$ cat src/rtl/core/bde_pkg.sv
// Shared types and constants of the bounded deque engine.
package bde_pkg;

  localparam int WORD_W = 32;
  localparam int FUNC_W = 3;
  localparam int POS_W  = 8;
  localparam int CNT_W  = 5;
  localparam int APB_AW = 3;
  localparam int APB_DW = 32;

  localparam logic [CNT_W-1:0] CAP_RESET = 5'd10;
  localparam logic [APB_AW-3:0] REG_CAP  = 1'b0;

  typedef enum logic [FUNC_W-1:0] {
    FN_PUSH_BACK  = 3'd0,
    FN_PUSH_FRONT = 3'd1,
    FN_POP_BACK   = 3'd2,
    FN_POP_FRONT  = 3'd3,
    FN_FIND       = 3'd4,
    FN_READ_AT    = 3'd5,
    FN_REVERSE    = 3'd6
  } func_t;

  typedef enum logic [1:0] {
    ST_OK    = 2'd0,
    ST_FULL  = 2'd1,
    ST_EMPTY = 2'd2,
    ST_RANGE = 2'd3
  } status_t;

  typedef enum logic [1:0] {
    S_IDLE,
    S_READ,
    S_FIND,
    S_EMIT
  } state_t;

  typedef struct packed {
    logic signed [WORD_W-1:0] value_out;
    logic                     found;
    logic [1:0]               status;
    logic [CNT_W-1:0]         entry_count;
    logic                     deque_empty;
  } rsp_t;

endpackage

$ cat src/rtl/core/bde_req_if.sv
// Request channel: valid/ready handshake with the request item.
interface bde_req_if import bde_pkg::*; ();
  logic                     valid;
  logic                     ready;
  logic [FUNC_W-1:0]        func;
  logic signed [WORD_W-1:0] value_in;
  logic [POS_W-1:0]         position;

  modport source (output valid, func, value_in, position, input ready);
  modport sink (input valid, func, value_in, position, output ready);
endinterface

$ cat src/rtl/core/bde_rsp_if.sv
// Result channel: valid/ready handshake with the result item.
interface bde_rsp_if import bde_pkg::*; ();
  logic                     valid;
  logic                     ready;
  logic signed [WORD_W-1:0] value_out;
  logic                     found;
  logic [1:0]               status;
  logic [CNT_W-1:0]         entry_count;
  logic                     deque_empty;

  modport source (output valid, value_out, found, status, entry_count, deque_empty,
                  input ready);
  modport sink (input valid, value_out, found, status, entry_count, deque_empty,
                output ready);
endinterface

$ cat src/rtl/core/bde_cfg.sv
// APB register block holding the capacity limit.
module bde_cfg import bde_pkg::*; (
  input  logic              clk,
  input  logic              rst,
  input  logic              psel,
  input  logic              penable,
  input  logic              pwrite,
  input  logic [APB_AW-1:0] paddr,
  input  logic [APB_DW-1:0] pwdata,
  output logic [APB_DW-1:0] prdata,
  output logic              pready,
  output logic [CNT_W-1:0]  cap_limit
);

  logic hit;

  assign hit    = (paddr[APB_AW-1:2] == REG_CAP);
  assign pready = 1'b1;

  always_ff @(posedge clk) begin
    if (rst) begin
      cap_limit <= CAP_RESET;
    end else if (psel && penable && pwrite && pready && hit) begin
      cap_limit <= pwdata[CNT_W-1:0];
    end
  end

  assign prdata = hit ? {{(APB_DW-CNT_W){1'b0}}, cap_limit} : '0;

endmodule

$ cat src/rtl/core/bde_store.sv
// Ring store: one write port and one registered read port.
module bde_store #(
  parameter int DEPTH = 16,
  parameter int AW    = $clog2(DEPTH)
) (
  input  logic          clk,
  input  logic          wr_en,
  input  logic [AW-1:0] wr_addr,
  input  logic [31:0]   wr_data,
  input  logic          rd_en,
  input  logic [AW-1:0] rd_addr,
  output logic [31:0]   rd_data
);

  logic [31:0] mem [DEPTH];

  always_ff @(posedge clk) begin
    if (wr_en) begin
      mem[wr_addr] <= wr_data;
    end
  end

  always_ff @(posedge clk) begin
    if (rd_en) begin
      rd_data <= mem[rd_addr];
    end
  end

endmodule

$ cat src/rtl/core/bde_ctrl.sv
// Request sequencer: pointer bookkeeping, store access and result assembly.
module bde_ctrl import bde_pkg::*; #(
  parameter int DEPTH = 16,
  parameter int AW    = $clog2(DEPTH)
) (
  input  logic             clk,
  input  logic             rst,
  bde_req_if.sink          req,
  input  logic [CNT_W-1:0] cap_limit,
  input  logic             slot_free,
  output logic             emit,
  output rsp_t             res,
  output logic             wr_en,
  output logic [AW-1:0]    wr_addr,
  output logic [31:0]      wr_data,
  output logic             rd_en,
  output logic [AW-1:0]    rd_addr,
  input  logic [31:0]      rd_data
);

  localparam logic [CNT_W-1:0] DEPTH_CLAMP = CNT_W'((DEPTH < 32) ? DEPTH : 31);

  state_t             state, state_next;
  logic [AW-1:0]      head, head_next;
  logic [CNT_W-1:0]   occ, occ_next;
  logic               rev, rev_next;
  logic [WORD_W-1:0]  key, key_next;
  logic [WORD_W-1:0]  val, val_next;
  logic               found, found_next;
  status_t            status, status_next;
  logic [CNT_W-1:0]   idx, idx_next;
  logic [CNT_W-1:0]   eff_cap;
  logic               at_tail;
  logic [AW-1:0]      before_head;
  logic [CNT_W-1:0]   rev_pos;

  // Wrap base + off into the ring; the sum stays below twice the depth.
  function automatic logic [AW-1:0] ring_at(input logic [AW-1:0] base,
                                            input logic [CNT_W-1:0] off);
    logic [AW+CNT_W:0] sum;
    sum = {{(CNT_W+1){1'b0}}, base} + {{(AW+1){1'b0}}, off};
    if (sum >= (AW+CNT_W+1)'(DEPTH)) begin
      sum = sum - (AW+CNT_W+1)'(DEPTH);
    end
    return sum[AW-1:0];
  endfunction

  assign eff_cap     = (cap_limit > DEPTH_CLAMP) ? DEPTH_CLAMP : cap_limit;
  assign at_tail     = ((req.func == FN_PUSH_BACK) || (req.func == FN_POP_BACK)) ^ rev;
  assign before_head = (head == '0) ? AW'(DEPTH - 1) : head - 1'b1;
  assign rev_pos     = occ - 1'b1 - req.position[CNT_W-1:0];
  assign req.ready   = (state == S_IDLE);

  assign res.value_out   = val;
  assign res.found       = found;
  assign res.status      = status;
  assign res.entry_count = occ;
  assign res.deque_empty = (occ == '0);

  always_ff @(posedge clk) begin
    if (rst) begin
      state <= S_IDLE;
      head  <= '0;
      occ   <= '0;
      rev   <= 1'b0;
    end else begin
      state <= state_next;
      head  <= head_next;
      occ   <= occ_next;
      rev   <= rev_next;
    end
  end

  always_ff @(posedge clk) begin
    key    <= key_next;
    val    <= val_next;
    found  <= found_next;
    status <= status_next;
    idx    <= idx_next;
  end

  always_comb begin
    state_next  = state;
    head_next   = head;
    occ_next    = occ;
    rev_next    = rev;
    key_next    = key;
    val_next    = val;
    found_next  = found;
    status_next = status;
    idx_next    = idx;
    wr_en       = 1'b0;
    wr_addr     = head;
    wr_data     = req.value_in;
    rd_en       = 1'b0;
    rd_addr     = head;
    emit        = 1'b0;
    case (state)
      S_IDLE: begin
        if (req.valid) begin
          key_next    = req.value_in;
          val_next    = '0;
          found_next  = 1'b0;
          status_next = ST_OK;
          idx_next    = '0;
          state_next  = S_EMIT;
          case (req.func)
            FN_PUSH_BACK, FN_PUSH_FRONT: begin
              if (occ >= eff_cap) begin
                status_next = ST_FULL;
              end else begin
                wr_en    = 1'b1;
                occ_next = occ + 1'b1;
                if (at_tail) begin
                  wr_addr = ring_at(head, occ);
                end else begin
                  wr_addr   = before_head;
                  head_next = before_head;
                end
              end
            end
            FN_POP_BACK, FN_POP_FRONT: begin
              if (occ == '0) begin
                status_next = ST_EMPTY;
              end else begin
                rd_en      = 1'b1;
                occ_next   = occ - 1'b1;
                state_next = S_READ;
                if (at_tail) begin
                  rd_addr = ring_at(head, occ - 1'b1);
                end else begin
                  head_next = ring_at(head, CNT_W'(1));
                end
              end
            end
            FN_FIND: begin
              // Scan physical offsets from the head; order is irrelevant.
              if (occ != '0) begin
                rd_en      = 1'b1;
                state_next = S_FIND;
              end
            end
            FN_READ_AT: begin
              if ({{(POS_W-CNT_W){1'b0}}, occ} > req.position) begin
                rd_en      = 1'b1;
                rd_addr    = rev ? ring_at(head, rev_pos)
                                 : ring_at(head, req.position[CNT_W-1:0]);
                state_next = S_READ;
              end else begin
                status_next = ST_RANGE;
              end
            end
            FN_REVERSE: begin
              if (occ != '0) begin
                rev_next = ~rev;
              end
            end
            default: begin
            end
          endcase
        end
      end
      S_READ: begin
        val_next   = rd_data;
        state_next = S_EMIT;
      end
      S_FIND: begin
        if (rd_data == key) begin
          found_next = 1'b1;
          state_next = S_EMIT;
        end else if (idx == occ - 1'b1) begin
          state_next = S_EMIT;
        end else begin
          idx_next = idx + 1'b1;
          rd_en    = 1'b1;
          rd_addr  = ring_at(head, idx + 1'b1);
        end
      end
      S_EMIT: begin
        emit = slot_free;
        if (slot_free) begin
          state_next = S_IDLE;
        end
      end
      default: begin
        state_next = S_IDLE;
      end
    endcase
  end

endmodule

$ cat src/rtl/core/bounded_deque_engine.sv
// Top level of the bounded deque engine: config port, sequencer, store, result register.
//
// A bounded double-ended queue of signed 32-bit words kept in a DEPTH-entry
// ring store (one synchronous memory with a registered read) with a head
// pointer, a count and a reversal flag. One request item is worked at a time
// and yields one result item, which sits in an output register so the next
// request is taken while the result still waits. Push, reverse, unused codes,
// a find on an empty queue and every full/empty/range case go straight to the
// result; pop and read-at first wait on the registered read of the store; find
// compares the entries, one per cycle through the single read port, until a
// hit or the end. A result still held in the output register by a stalled sink
// adds its wait. Capacity is cap_limit (APB register at byte 0, reset 10),
// clamped to DEPTH. The store needs no clearing after reset: only written
// entries are ever returned.
module bounded_deque_engine import bde_pkg::*; #(
  parameter int DEPTH = 16
) (
  input  logic              clk,
  input  logic              rst,
  bde_req_if.sink           req,
  bde_rsp_if.source         rsp,
  input  logic              psel,
  input  logic              penable,
  input  logic              pwrite,
  input  logic [APB_AW-1:0] paddr,
  input  logic [APB_DW-1:0] pwdata,
  output logic [APB_DW-1:0] prdata,
  output logic              pready
);

  localparam int AW = $clog2(DEPTH);

  logic [CNT_W-1:0] cap_limit;
  logic             emit;
  logic             slot_free;
  rsp_t             res;
  rsp_t             rsp_q;
  logic             rsp_valid;
  logic             wr_en;
  logic [AW-1:0]    wr_addr;
  logic [31:0]      wr_data;
  logic             rd_en;
  logic [AW-1:0]    rd_addr;
  logic [31:0]      rd_data;

  bde_cfg u_cfg (
    .clk       (clk),
    .rst       (rst),
    .psel      (psel),
    .penable   (penable),
    .pwrite    (pwrite),
    .paddr     (paddr),
    .pwdata    (pwdata),
    .prdata    (prdata),
    .pready    (pready),
    .cap_limit (cap_limit)
  );

  bde_ctrl #(.DEPTH(DEPTH), .AW(AW)) u_ctrl (
    .clk       (clk),
    .rst       (rst),
    .req       (req),
    .cap_limit (cap_limit),
    .slot_free (slot_free),
    .emit      (emit),
    .res       (res),
    .wr_en     (wr_en),
    .wr_addr   (wr_addr),
    .wr_data   (wr_data),
    .rd_en     (rd_en),
    .rd_addr   (rd_addr),
    .rd_data   (rd_data)
  );

  bde_store #(.DEPTH(DEPTH), .AW(AW)) u_store (
    .clk     (clk),
    .wr_en   (wr_en),
    .wr_addr (wr_addr),
    .wr_data (wr_data),
    .rd_en   (rd_en),
    .rd_addr (rd_addr),
    .rd_data (rd_data)
  );

  // The output register frees up in the same cycle its item is taken.
  assign slot_free = !rsp_valid || rsp.ready;

  always_ff @(posedge clk) begin
    if (rst) begin
      rsp_valid <= 1'b0;
    end else if (emit) begin
      rsp_valid <= 1'b1;
    end else if (rsp.ready) begin
      rsp_valid <= 1'b0;
    end
  end

  // Load the payload only on emit; hold it while the sink stalls.
  always_ff @(posedge clk) begin
    if (emit) begin
      rsp_q <= res;
    end
  end

  assign rsp.valid       = rsp_valid;
  assign rsp.value_out   = rsp_q.value_out;
  assign rsp.found       = rsp_q.found;
  assign rsp.status      = rsp_q.status;
  assign rsp.entry_count = rsp_q.entry_count;
  assign rsp.deque_empty = rsp_q.deque_empty;

  // One item in flight: after an accept, hold off the next one.
  a_one_in_flight: assert property (@(posedge clk) disable iff (rst)
    req.valid && req.ready |=> !req.ready)
    else $error("request accepted while previous item still in work");

  // The count can never pass the store depth.
  a_count_bound: assert property (@(posedge clk) disable iff (rst)
    rsp.valid |-> (32'(rsp.entry_count) <= DEPTH))
    else $error("entry count exceeds store depth");

  // An empty status only comes from an empty queue.
  a_empty_status: assert property (@(posedge clk) disable iff (rst)
    rsp.valid && (rsp.status == ST_EMPTY) |-> rsp.deque_empty && (rsp.entry_count == '0))
    else $error("empty status on a non-empty queue");

  // A hit needs at least one entry and reports ok.
  a_found_ok: assert property (@(posedge clk) disable iff (rst)
    rsp.valid && rsp.found |-> (rsp.entry_count != '0) && (rsp.status == ST_OK))
    else $error("found flag with empty queue or error status");

endmodule
$ cat src/flat_wrapper.sv
// flat-port wrapper written by rule: the top's interface ports become plain ports
module bounded_deque_engine_flat import bde_pkg::*;
#(
  parameter int DEPTH = 16
)
  (clk, rst, psel, penable, pwrite, paddr, pwdata, prdata, pready, req_valid, req_func, req_value_in, req_position, req_ready, rsp_valid, rsp_value_out, rsp_found, rsp_status, rsp_entry_count, rsp_deque_empty, rsp_ready);
  bde_req_if req_i ();
  bde_rsp_if rsp_i ();
  input  logic clk;
  input  logic rst;
  input  logic psel;
  input  logic penable;
  input  logic pwrite;
  input  logic [APB_AW-1:0] paddr;
  input  logic [APB_DW-1:0] pwdata;
  output logic [APB_DW-1:0] prdata;
  output logic pready;
  input wire logic [$bits(req_i.valid)-1:0] req_valid;
  input wire logic [$bits(req_i.func)-1:0] req_func;
  input wire logic [$bits(req_i.value_in)-1:0] req_value_in;
  input wire logic [$bits(req_i.position)-1:0] req_position;
  output wire logic [$bits(req_i.ready)-1:0] req_ready;
  output wire logic [$bits(rsp_i.valid)-1:0] rsp_valid;
  output wire logic [$bits(rsp_i.value_out)-1:0] rsp_value_out;
  output wire logic [$bits(rsp_i.found)-1:0] rsp_found;
  output wire logic [$bits(rsp_i.status)-1:0] rsp_status;
  output wire logic [$bits(rsp_i.entry_count)-1:0] rsp_entry_count;
  output wire logic [$bits(rsp_i.deque_empty)-1:0] rsp_deque_empty;
  input wire logic [$bits(rsp_i.ready)-1:0] rsp_ready;
  assign req_i.valid = req_valid;
  assign req_i.func = req_func;
  assign req_i.value_in = req_value_in;
  assign req_i.position = req_position;
  assign req_ready = req_i.ready;
  assign rsp_valid = rsp_i.valid;
  assign rsp_value_out = rsp_i.value_out;
  assign rsp_found = rsp_i.found;
  assign rsp_status = rsp_i.status;
  assign rsp_entry_count = rsp_i.entry_count;
  assign rsp_deque_empty = rsp_i.deque_empty;
  assign rsp_i.ready = rsp_ready;
  bounded_deque_engine #(.DEPTH(DEPTH)) u_core (.clk(clk), .rst(rst), .req(req_i), .rsp(rsp_i), .psel(psel), .penable(penable), .pwrite(pwrite), .paddr(paddr), .pwdata(pwdata), .prdata(prdata), .pready(pready));
endmodule
$ cat config.mk
export PLATFORM = sky130hd
export DESIGN_NAME = bounded_deque_engine_flat
export DESIGN_NICKNAME = d
export VERILOG_FILES = /design/src/rtl/core/bde_pkg.sv /design/src/rtl/core/bde_req_if.sv /design/src/rtl/core/bde_rsp_if.sv /design/src/rtl/core/bde_cfg.sv /design/src/rtl/core/bde_store.sv /design/src/rtl/core/bde_ctrl.sv /design/src/rtl/core/bounded_deque_engine.sv /design/src/flat_wrapper.sv
export SDC_FILE = /design/constraint.sdc
export NUM_CORES = 1
export LEC_CHECK = 0
export BUFFER_PORTS_ARGS = -buffer_cell sky130_fd_sc_hd__buf_2
export CAP_MARGIN = 20
export CORE_MARGIN = 2
export CORE_UTILIZATION = 30
export DETAILED_ROUTE_END_ITERATION = 10
export GPL_TIMING_DRIVEN = 0
export HOLD_SLACK_MARGIN = 0.03
export SYNTH_ARGS = -nofsm -noshare
export SYNTH_HDL_FRONTEND = slang
export SYNTH_SLANG_ARGS = --single-unit
$ cat constraint.sdc
create_clock -name clk -period 7.9 [get_ports clk]
set_input_delay 1.58 -clock clk [delete_from_list [all_inputs] [get_ports clk]]
set_output_delay 1.58 -clock clk [all_outputs]
set_load 0.05 [all_outputs]
* Word level (Yosys, flattened, before mapping)
Memory sizes are Yosys's and may differ from the RTL's. A register that Yosys moved wholly into a read port is not among the register bits.
Cells that the tools add are included.
** Storage, ports and cells
- Input port bits :: 85
- Logic and storage cells :: 162
- Output and inout bits :: 76
- Memories kept :: 1
- Register bits :: 131
- Bits in writable memories :: 512
** Operators by class
- $lt $le $gt $ge :: 9
- $add $sub $neg :: 17
- Muxes and demuxes :: 70
- Eq/ne operators :: 21
- Reduce and logical (&&, ||, !) cells :: 25
- Bitwise logic cells :: 3
** Memory list
- u_core.u_store.mem :: words 16, bits a word 32, read ports 1, clocked after memory_dff 1, wr ports 1, line bde_store.sv:15 : logic [31:0] mem [DEPTH];
** Operators by type and width (count)
- two-way mux 4 bit :: 23
- case mux 32 bit (2 select lines) :: 1
- two-way mux 5 bit :: 7
- equality test 32 bit :: 1
- two-way mux 32 bit :: 1
- adder 4 x 5 -> 6 bit :: 5
- greater-or-equal comparator 6 x 5 -> 1 bit, second input constant :: 5
- subtractor 4 x 1 -> 4 bit, second input constant :: 7
- case mux 4 bit (2 select lines) :: 3
- case mux 5 bit (2 select lines) :: 2
- two-way mux 1 bit :: 19
- inequality test 2 bit, second input constant :: 9
- two-way mux 2 bit :: 8
- case mux 2 bit (3 select lines) :: 2
- adder 5 x 1 -> 5 bit, second input constant :: 2
- equality test 3 bit, second input constant :: 3
- > comparator 5 x 8 -> 1 bit :: 1
- case mux 2 bit (4 select lines) :: 1
- AND reduction 4 bit :: 2
- nonzero test 2 bit :: 4
- AND reduction 7 bit :: 1
- equality test 3 x 2 -> 1 bit, second input constant :: 2
- AND reduction 3 bit :: 2
- adder 4 x 1 -> 5 bit, second input constant :: 1
- 25 further kinds :: 33

* Depth between registers and ports, before layout
- Depth after elaboration :: 10
- Mapped depth :: 18
- Depth with buffers taken out :: 16

* Hierarchy
A second synthesis with hierarchy kept.
** Second synthesis, totals
- Cells, all modules :: 1438
- Area total of the unflattened synthesis :: 27269.9 µm²
** Modules (own cells, without submodules)
- bde_store :: cells an instance 838, instances 1, sequential area each 16335.7 µm², area an instance 20155.6 µm²
- bde_ctrl :: cells an instance 497, instances 1, sequential area each 2402.3 µm², area an instance 5347.6 µm²
- bounded_deque_engine :: cells an instance 45, instances 1, sequential area each 1251.2 µm², area an instance 1277.5 µm²
- bde_cfg :: cells an instance 58, instances 1, sequential area each 100.1 µm², area an instance 489.2 µm²

* Worst setup path before layout
No wires, ideal clock.
- Kind :: input port to flip-flop
- From :: in req_valid
- To :: mem u_core.u_store.mem[14][0], enable pin
- Required time :: 7479 ps
- Library setup time :: 421 ps
- Buffers on the path :: 1
- Slack :: 2700 ps
- Data arrival time :: 4779 ps
- Cell stages on the path :: 7
- Path through :: nand2_1 inv_1 and3_1 clkbuf_1 mux2i_1 or2_2 nor2_1
** Between the ends
- Cells in the longest elaborated chain, start to end :: 4
- Elaborated cells between the ends (all ways) :: 6
- Classes of those cells :: mux: 6
** RTL lines
- start, declared :: line flat_wrapper.sv:18 : input wire logic [$bits(req_i.valid)-1:0] req_valid;
- two-way mux 1 bit :: line bde_ctrl.sv:100 : if (req.valid) begin
- two-way mux 1 bit :: line bde_ctrl.sv:98 : case (state)
- two-way mux 1 bit :: line bde_store.sv:18 : if (wr_en) begin
- two-way mux 1 bit (implied by the code) :: line bde_store.sv:19 : mem[wr_addr] <= wr_data;
- end, declared :: line bde_store.sv:15
Several ways; a longest one is shown, not always the timed one.

* Worst setup path after layout
- From :: reg u_core.u_ctrl.occ[0]
- To :: reg u_core.u_store.rd_data[30] (read register of u_core.u_store.mem), data pin
** Between the ends
- Cells in the longest elaborated chain, start to end :: 10
- Elaborated cells between the ends (all ways) :: 31
- Classes of those cells :: add/sub: 6; order compare: 3; eq/ne: 1; mux: 19; reduce/logical: 2
** RTL lines
- start, declared :: line bde_ctrl.sv:25 : logic [CNT_W-1:0] occ, occ_next;
- start signal, assigned :: line bde_ctrl.sv:69 : occ <= occ_next;
- subtractor 5 x 1 -> 5 bit :: line bde_ctrl.sv:51, bde_ctrl.sv:130, bde_ctrl.sv:171
- subtractor 5 bit :: line bde_ctrl.sv:51 : assign rev_pos = occ - 1'b1 - req.position[CNT_W-1:0];
- adder 4 x 5 -> 6 bit :: line bde_ctrl.sv:41 : sum = {{(CNT_W+1){1'b0}}, base} + {{(AW+1){1'b0}}, off};
- greater-or-equal comparator 6 x 5 -> 1 bit or subtractor 4 x 1 -> 4 bit (tied branches) :: line bde_ctrl.sv:42, bde_ctrl.sv:43
- two-way mux 4 bit :: line bde_ctrl.sv:42 : if (sum >= (AW+CNT_W+1)'(DEPTH)) begin
- two-way mux 4 bit :: line bde_ctrl.sv:146 : rd_addr = rev ? ring_at(head, rev_pos)
- two-way mux 4 bit :: line bde_ctrl.sv:144 : if ({{(POS_W-CNT_W){1'b0}}, occ} > req.position) begin
- case mux 4 bit (2 select lines) :: line bde_ctrl.sv:107 : case (req.func)
- two-way mux 4 bit :: line bde_ctrl.sv:100
- case mux 4 bit (2 select lines) :: line bde_ctrl.sv:98
- end, declared :: line bde_store.sv:12 : output logic [31:0] rd_data
Several ways; a longest one is shown, not always the timed one.
A chain may end at the register's enable or synchronous reset.

==> reports/results.tsv <==
metric	value	unit
Seq pwr share	40.8	%
VDD IR max	0.000146	V
initial antenna violation count	6	
Max Slew Vio Count	0	
global placer's final weighted congestion	0.885	
CTS tree	built	
top cell type's share of synthesized area	69.1	%
pwr dens	330	nW/um2
Synth area leader	edfxtp_1	
CP endpoint kind	flop	
Clock power frac	28.5	%
register area	20100	um2
Detailed Place HPWL	55400	um
worst-margin pin slew	1.15	ns
post-CTS setup buffer count	0	
H-tree Lvls	3	
Avg Synthesized Cell Area	15.0	um2
Finished Core Util	35.3	%
top cells by area, synth	edfxtp_1 (69%), a211oi_1 (3.5%), and3_1 (3.2%)	
first-pass GRT wire length	114000	um
Hold Vio Cnt, Final	0	
I/O pin cnt	161	
distinct cell type count after synthesis	83	
slew margin rel.	21.0	%
unrepaired setup endpoints after global routing	false	
count leader, synth	edfxtp_1	
Period minus WS final	5.91	ns
asr flop ratio synth	0	%
CTS Buffer Depth	3	
CTS sink count	675	
Total Neg Setup Slack	0	ns
Placed Area	31300	um2
pre-CTS setup slack	1.59	ns
overall routing resource usage	15.7	%
Clock Pin Slew Worst Setup and Hold Paths	0.06	ns
vias	17500	
Hold-fix buffers, CTS	0	
Clock Skews	0.0281	ns
largest net degree at the start of global routing	36	
worst-path maximum fanout	10	
vias in the first global route	17500	
total CTS buffers	66	
drt first pass iters	5	
Syn-to-layout area delta	17.1	%
post-synthesis sequential area ratio	70.3	%
Setup-failing EPs final	0	
Final nets	2251	
Vias per Instance	5.08	
CTS Root Cell	clkbuf_16	
Sw Share	34.5	%
num rows	113	
ys flop type	edfxtp_1	
Overflow after GRT	0	
share of cells above drive strength 1	17.5	%
antenna viol nets, final	0	
Yosys reg bits	675	
Leakage Power	11.2	nW
status	complete, no violations	
Clock Latency Late Sink	0.62	ns
final WL	78300	um
synth cell count leaders	edfxtp_1 (657), and3_1 (146), a211oi_1 (135)	
Worst Hold Class	flop to flop	
Power, Total	11.0	mW
core area	94700	um2
Final WS setup	1.99	ns
die span in x	313	um
# DRC	0	
Initial DRC Count	1906	
Final Instance Area	33400	um2
Post-synth EDFFs	657	
Die ar.	97700	um2
highest clock rate	169	MHz
# fillers	8944	
Synth Instances	1909	
post_cts resized	0	
worst setup path class	flop to flop	
Worst Setup Start Kind	flop	
WP data required	8.16	ns
Initial Utilization	30.1	%
combinational fraction of design power	30.7	%
Routed WL per cell	22.7	um
P_sw	3.80	mW
final period utilization	74.8	%
Ys Warns	0	
footprint of the multi-input gates	7830	um2
Max Cap Viol	0	
Cell Area, Synth	28600	um2
worst reg2reg setup slack	1.99	ns
WP data arrival	6.17	ns
P_int	7.24	mW
Die Ht	313	um
number of port buffers	102	
[final timing paths]
kind | start | end | cells after the start
worst max-delay path | u_core.u_ctrl.occ[0] | u_core.u_store.rd_data[30] | 16
worst min-delay path | u_core.u_ctrl.val[2] | u_core.rsp.value_out[2] | 0
worst max register to register | u_core.u_ctrl.occ[0] | u_core.u_store.rd_data[30] | 16
worst min register to register | u_core.u_ctrl.val[2] | u_core.rsp.value_out[2] | 0
[cell usage in the layout (no fill, tap or decap), drive strengths merged, types with 5 or more instances in the layout]
cell / instances
a21o: 8
nor3b: 19
xor2: 9
nand2: 95
edfxtp: 657
dfxtp: 18
o21ai: 118
nor2b: 11
nand2b: 6
a2111oi: 18
buf: 197
nor3: 6
xnor2: 49
bufinv: 7
clkbuf: 158
o21a: 21
and2: 37
mux2i: 44
a21oi: 57
conb: 28
nand3: 46
nor2: 59
nand4: 10
clkinv: 20
ha: 37
a32oi: 17
a211oi: 145
fa: 5
inv: 31
and4: 17
mux2: 19
and3: 146
a32o: 17
[routing by layer]
| metal | vias up | part of all wire (%) | global-route usage, % |
|---|---|---|---|
| li1 | 7806 | - | - |
| met1 | 8743 | 40 | 20.5 |
| met2 | 781 | 47 | 25.5 |
| met3 | 154 | 8.8 | 3.12 |
| met4 | 10 | 4.1 | 6.91 |
| met5 | - | 0.072 | 0 |
[kinds of logic after synthesis]
logic type                 after synthesis  synth area share, %
buffers and inverters                  174                 3.06
AOI/OAI and AO/OA                      427                 10.7
adders and majority gates               42                 1.97
DFF                                    675                 70.3
other                                    2               0.0263
and+or+nand+nor                        466                 9.53
muxes                                   63                 2.42
xor gates and xnor gates                60                 1.94
[state kept, by name (all words and copies together) (netlist names)]
signal / flops
u_core.u_ctrl.rev: 1
u_core.rsp.value_out: 32
u_core.u_ctrl.val: 32
u_core.u_ctrl.idx: 5
u_core.u_ctrl.head: 4
u_core.rsp.valid: 1
u_core.u_ctrl.found: 1
u_core.u_cfg.cap_limit: 5
u_core.u_ctrl.key: 32
u_core.rsp.deque_empty: 1
u_core.u_store.rd_data: 32
u_core.rsp.entry_count: 5
u_core.u_store.mem: 512
u_core.u_ctrl.status: 2
u_core.u_ctrl.occ: 5
u_core.rsp.status: 2
u_core.rsp.found: 1
u_core.u_ctrl.state: 2
[power by group through the flow]
stage | sequential [mW] | combinational, mW | clock, mW
after floorplan | 4.60 | 2.03 | 0
after global routing | 4.53 | 3.61 | 3.33
after CTS | 4.50 | 3.36 | 3.20
after global placement | 4.59 | 3.23 | 0
final | 4.50 | 3.39 | 3.15
after detailed placement | 4.58 | 3.35 | 0
[layout make-up]
cell class	count	share of cell area [%]
Sequential cell	675	60.1
Clock buffer	84	5.24
Buffer	150	2.34
Multi-Input combinational cell	1086	23.4
Timing Repair Buffer	121	2.76
Inverter	24	0.269
Clock inverter	37	1.16
Tap cell	1265	4.73
Antenna cell	1	0.00748
[per-stage QoR]
stage | hold WS, ns | std cells
floorplan | 0.400 | 1935
global placement | 0.407 | 3302
detailed placement | 0.405 | 3321
CTS | 0.419 | 3442
global route | 0.433 | 3442
finish | 0.418 | 3443
[critical path, cell delays in order (launching register included)]
cell and delay [ns]:
dfxtp_1 0.57, inv_1 0.25, ha_1 0.49, fa_1 0.57, a21oi_1 0.12, fa_1 0.55
nand2_1 0.05, a211oi_1 0.31, o21ai_1 0.14, o21a_1 0.12, buf_2 0.23, buf_4 0.26
nand4_4 0.20, buf_2 0.44, a21oi_1 0.08, a2111oi_0 0.83, a211oi_1 0.35
Power figures use the tool's default switching activity.
